--- config.mk ---
export PLATFORM = sky130hd
export DESIGN_NAME = sip_ctrl
export DESIGN_NICKNAME = d
export VERILOG_FILES = /design/src/sv/sip_pkg.sv /design/src/sv/sip_ctrl.sv
export VERILOG_INCLUDE_DIRS = /design/src /design/src/sv
export SDC_FILE = /design/constraint.sdc
export NUM_CORES = 1
export LEC_CHECK = 0
export ABC_AREA = 0
export BUFFER_PORTS_ARGS = -buffer_cell sky130_fd_sc_hd__buf_2
export CAP_MARGIN = 20
export CORE_AREA = 8 8 45 47
export DETAILED_ROUTE_END_ITERATION = 10
export DIE_AREA = 0 0 53 55
export PLACE_DENSITY_LB_ADDON = 0.05
export SYNTH_ARGS = -nofsm -noshare
export SYNTH_HDL_FRONTEND = slang
export SYNTH_SLANG_ARGS = --single-unit
--- constraint.sdc ---
create_clock -name clk -period 3.7 [get_ports clk]
set_input_delay 0.925 -clock clk [delete_from_list [all_inputs] [get_ports clk]]
set_output_delay 0.925 -clock clk [all_outputs]
set_load 0.01 [all_outputs]
--- src/sv/assert_macros.svh ---
// Assertion macros shared by the profiler RTL.
// Needs clk and rst_n in the scope of each use.
`ifndef ASSERT_MACROS_SVH
`define ASSERT_MACROS_SVH

// Same-cycle implication.
`define SIP_ASSERT_NOW(label, ante, cons, msg) \
    label: assert property (@(posedge clk) disable iff (!rst_n) (ante) |-> (cons)) \
        else $error(msg);

// Next-cycle implication.
`define SIP_ASSERT_NEXT(label, ante, cons, msg) \
    label: assert property (@(posedge clk) disable iff (!rst_n) (ante) |=> (cons)) \
        else $error(msg);

// Implication after a fixed number of cycles.
`define SIP_ASSERT_AFTER(label, ante, dly, cons, msg) \
    label: assert property (@(posedge clk) disable iff (!rst_n) (ante) |-> ##dly (cons)) \
        else $error(msg);

`endif

--- src/sv/sip_pkg.sv ---
// Shared types and constants of the slot interval profiler.
// No dependencies.
`default_nettype none

package sip_pkg;

    localparam int StampW   = 63;
    localparam int CountW   = 32;
    localparam int TotalW   = 64;
    localparam int CmdW     = 3;
    localparam int SlotW    = 8;
    localparam int DivSteps = 64;

    localparam logic [CmdW-1:0] CMD_START = 3'd0;
    localparam logic [CmdW-1:0] CMD_END   = 3'd1;
    localparam logic [CmdW-1:0] CMD_MARK  = 3'd2;
    localparam logic [CmdW-1:0] CMD_READ  = 3'd3;
    localparam logic [CmdW-1:0] CMD_CLEAR = 3'd4;

    // One slot as stored in the table.
    typedef struct packed {
        logic [62:0] start;
        logic [31:0] count;
        logic [63:0] total;
        logic [62:0] worst;
        logic [62:0] last;
    } rec_t;

    // Controller to datapath.
    typedef struct packed {
        logic capture;
        logic load;
        logic write;
        logic clear;
        logic div_start;
        logic res_load;
    } dp_cmd_t;

    // Datapath to controller.
    typedef struct packed {
        logic [2:0] op;
        logic       slot_ok;
        logic       cnt_zero;
        logic       div_done;
    } dp_stat_t;

endpackage

`default_nettype wire

--- src/sv/sip_ctrl.sv ---
// Controller state machine: sequences lookup, update, division and result hand-off.
// Uses sip_pkg and assert_macros.svh.
`default_nettype none
`include "assert_macros.svh"

module sip_ctrl (
    input  wire logic              clk,
    input  wire logic              rst_n,
    input  wire logic              in_valid,
    output logic                   in_stall,
    output logic                   out_valid,
    input  wire logic              out_stall,
    output sip_pkg::dp_cmd_t       ctl,
    input  wire sip_pkg::dp_stat_t stat
);

    localparam logic [2:0] S_IDLE = 3'd0;
    localparam logic [2:0] S_LOAD = 3'd1;
    localparam logic [2:0] S_EXEC = 3'd2;
    localparam logic [2:0] S_DIV  = 3'd3;
    localparam logic [2:0] S_RES  = 3'd4;

    logic [2:0] state_reg;
    logic [2:0] state_next;
    logic       out_valid_reg;
    logic       out_valid_next;
    logic       accept;
    logic       is_read;
    logic       is_update;

    assign accept    = in_valid && (state_reg == S_IDLE);
    assign is_read   = (stat.op == sip_pkg::CMD_READ) && stat.slot_ok;
    assign is_update = stat.slot_ok && ((stat.op == sip_pkg::CMD_START) ||
                                        (stat.op == sip_pkg::CMD_END) ||
                                        (stat.op == sip_pkg::CMD_MARK));

    always_comb
    begin
        ctl.capture   = accept;
        ctl.load      = state_reg == S_LOAD;
        ctl.write     = (state_reg == S_EXEC) && is_update;
        ctl.clear     = (state_reg == S_EXEC) && (stat.op == sip_pkg::CMD_CLEAR);
        ctl.div_start = (state_reg == S_EXEC) && is_read && !stat.cnt_zero;
        ctl.res_load  = (state_reg == S_RES) && (!out_valid_reg || !out_stall);
    end

    always_comb
    begin
        state_next = state_reg;
        case (state_reg)
            S_IDLE:
            begin
                if (accept)
                begin
                    state_next = S_LOAD;
                end
            end
            S_LOAD:
            begin
                state_next = S_EXEC;
            end
            S_EXEC:
            begin
                if (is_read)
                begin
                    state_next = stat.cnt_zero ? S_RES : S_DIV;
                end
                else
                begin
                    state_next = S_IDLE;
                end
            end
            S_DIV:
            begin
                if (stat.div_done)
                begin
                    state_next = S_RES;
                end
            end
            S_RES:
            begin
                // hold until the result register is free
                if (ctl.res_load)
                begin
                    state_next = S_IDLE;
                end
            end
            default:
            begin
                state_next = S_IDLE;
            end
        endcase
    end

    always_comb
    begin
        out_valid_next = out_valid_reg;
        if (ctl.res_load)
        begin
            out_valid_next = 1'b1;
        end
        else if (out_valid_reg && !out_stall)
        begin
            out_valid_next = 1'b0;
        end
    end

    always_ff @(posedge clk or negedge rst_n)
    begin
        if (!rst_n)
        begin
            state_reg     <= S_IDLE;
            out_valid_reg <= 1'b0;
        end
        else
        begin
            state_reg     <= state_next;
            out_valid_reg <= out_valid_next;
        end
    end

    assign in_stall  = state_reg != S_IDLE;
    assign out_valid = out_valid_reg;

    `SIP_ASSERT_NEXT(a_accept_load, accept, state_reg == S_LOAD, "accept did not start lookup")
    `SIP_ASSERT_NOW(a_res_read, state_reg == S_RES, stat.op == sip_pkg::CMD_READ,
                    "result stage entered for a non-read item")

endmodule

`default_nettype wire

==> out/metrics.cfg <==
[floorplanning]
dieArea_um2 = 2915
start_util = 0.2052
rows = 14
die_h_um = 55
ios = 18
die_width_um = 53
core_um2 = 1384

[power_and_ir_drop]
p_per_area_nw_per_um2 = 581.7
p_leak_nw = 0.2078
ir_drop_v = 0.0001158
totalPowerFinal_mw = 0.2307

[yosys]
synth_area_um2 = 284.0
ys_seq_area_frac = 0.3524
synth_cell_types = 21
ys_ff_latch = 4
syn_avg_cell_area_um2 = 8.607
syn-num-nets = 43
yosys_warnings = 0
syn_inst = 33

[cells_and_area]
layout-drive-gt1-share = 0.4902
largest_reg_flops = 3
postLayoutCoreUtil = 0.2866
nFillCells = 163
nets = 63
fin_area_um2 = 396.6
insertedDiodeCount = 0
layout-area-overhead-vs-synth_pct = 39.65

[status]
status = finished clean

[timing]
final.min_clock_period_ns = 2.543
slew_headroom = 0.8585
setup_slack_ns = 1.157
slew_violations = 0
tightest_slew_ns = 0.2122
hold_viol_final = 0
fmax_mhz = 393.2
rsz0062_at_grt = false
post-route-period-util = 0.6874
skew_ns = 0.003857
finalSetupViolCount = 0
setup_tns_ns = 0

[placed_design]
io_buffers = 17
place_congestion = 0.6758
dp_slack_ns = 1.152
placed_area_um2 = 374.1

[clock_network]
cts_root_buffer = clkbuf_4
post-cts-setup-buffers = 0
cts_tree = done
hold_buffers = 0
clock_sinks = 4
cts.clk_slew.worst_paths_ns = 0.04
cts_buffers = 3
ctsResizeCount = 0
clkLatencyLatePin_ns = 0.23
clockBufferDepth = 2
htreeDepth = 1

[setup_path]
required_ns = 2.77
worstPathArrival_ns = 1.62
crit_slowest_cell = nor2b_2
worstSetupPathType = in -> out
crit_path_frequent_cell = buf_2
cp-startpoint = stat[5]
start_kind = primary input
path_cells = buf_2 > nor2b_1 > nor2b_2 > and2b_1 > buf_2
slowest_delay_ns = 0.18
rr_startpoint = state_reg[0]
cp-end-kind = output pin
path_max_fanout = 3

[global_route]
grt_overflow = 0
first_global_vias = 288
grt_start_max_net_pins = 9
grt_pass1_wl_um = 1173
antenna_found_initial = 0
grtUsageTotal = 0.05635

[detailed_routing]
remaining_drc_errors = 0
ant_nets = 0
drt_pass1_iterations = 4
vias = 283
drt-initial-drc-count = 8
totalWireLength_um = 755
avgViaCountPerCell = 4.224
wire_per_inst_um = 11.27

[min_path]
hold_path_class = in -> async

[job]
drv_cap = 0

-- logic make-up after synthesis --
family | synth area share
flip-flops | 0.3524
AO/OA/AOI/OAI | 0.1102
buffers and inverters | 0.06605
AND/OR/NAND/NOR | 0.4714
-- final cells by class --
class | count | area [µm²] | area share
multi-input cells | 26 | 165.2 | 0.4164
repair buffers | 17 | 85.08 | 0.2145
flip-flops and latches | 4 | 100.1 | 0.2524
well taps | 16 | 20.02 | 0.05047
inverters | 1 | 3.754 | 0.009464
clock buffers | 3 | 22.52 | 0.05678
-- through the flow --
step,std cells,hold WS [ns]
finish,67,0.4843
detailed placement,64,0.5169
global placement,64,0.5062
floorplan,33,0.4591
global route,67,0.4804
CTS,67,0.4780
-- cell usage after synthesis --
cell,count,share of area
nor2_1,3,0.040
buf_4,2,0.053
a21oi_1,2,0.035
or3b_1,1,0.031
nand4_1,1,0.022
nor4b_2,1,0.053
inv_1,1,0.013
nor2b_1,1,0.022
nand3b_1,1,0.026
dfrtp_1,4,0.35
or3_2,2,0.053
nor3_1,1,0.018
and2_1,1,0.022
nand2_1,5,0.066
nand2b_1,1,0.022
and2b_1,1,0.026
a31o_1,1,0.031
or3b_4,1,0.040
o22ai_1,1,0.022
nor2b_2,1,0.031
a31oi_1,1,0.022
-- power breakdown --
part	total, mW	leakage (nW)	switching [mW]	internal, mW
registers	0.0791	0.0532	0.0215	0.0577
logic	0.0974	0.141	0.0478	0.0496
clock network	0.0542	0.0138	0.0179	0.0363
total	0.231	0.208	0.0872	0.144
-- cells in the final DEF (no fill, tap or decap), drive strengths merged --
| cell type | count |
|---|---|
| buf | 17 |
| nand2 | 5 |
| dfrtp | 4 |
| nor2 | 3 |
| clkbuf | 3 |
| or3 | 2 |
| a21oi | 2 |
| or3b | 2 |
| nor2b | 2 |
| nand2b | 1 |
| and2 | 1 |
| nor3 | 1 |
| inv | 1 |
| and2b | 1 |
| nor4b | 1 |
| nand3b | 1 |
| nand4 | 1 |
| a31oi | 1 |
| o22ai | 1 |
| a31o | 1 |
-- worst max-delay path, delay by kind of cell --
| family | cells | cell delay [ns] |
|---|---|---|
| and+or+nand+nor | 3 | 0.47 |
| buffers and inverters | 2 | 0.22 |
-- per-layer routing --
metal | vias up | wire length [µm] | global-route usage
li1 | 151 | - | -
met4 | 0 | 0 | 0.03879
met1 | 124 | 302 | 0.05030
met2 | 8 | 397 | 0.09375
met5 | - | 0 | 0
met3 | 0 | 56 | 0.03476
-- final timing paths --
kind,slack [ns],end,cells past startpoint
worst max-delay path,1.16,ctl[3],5
worst min-delay path,0.48,state_reg[2],1
worst max register to register,2.46,state_reg[2],3
worst min register to register,0.52,out_valid,2
max in group asynchronous,3.10,state_reg[1],1
min in group clk,0.52,out_valid,2
Note: power is estimated with default switching activity, not from simulation.
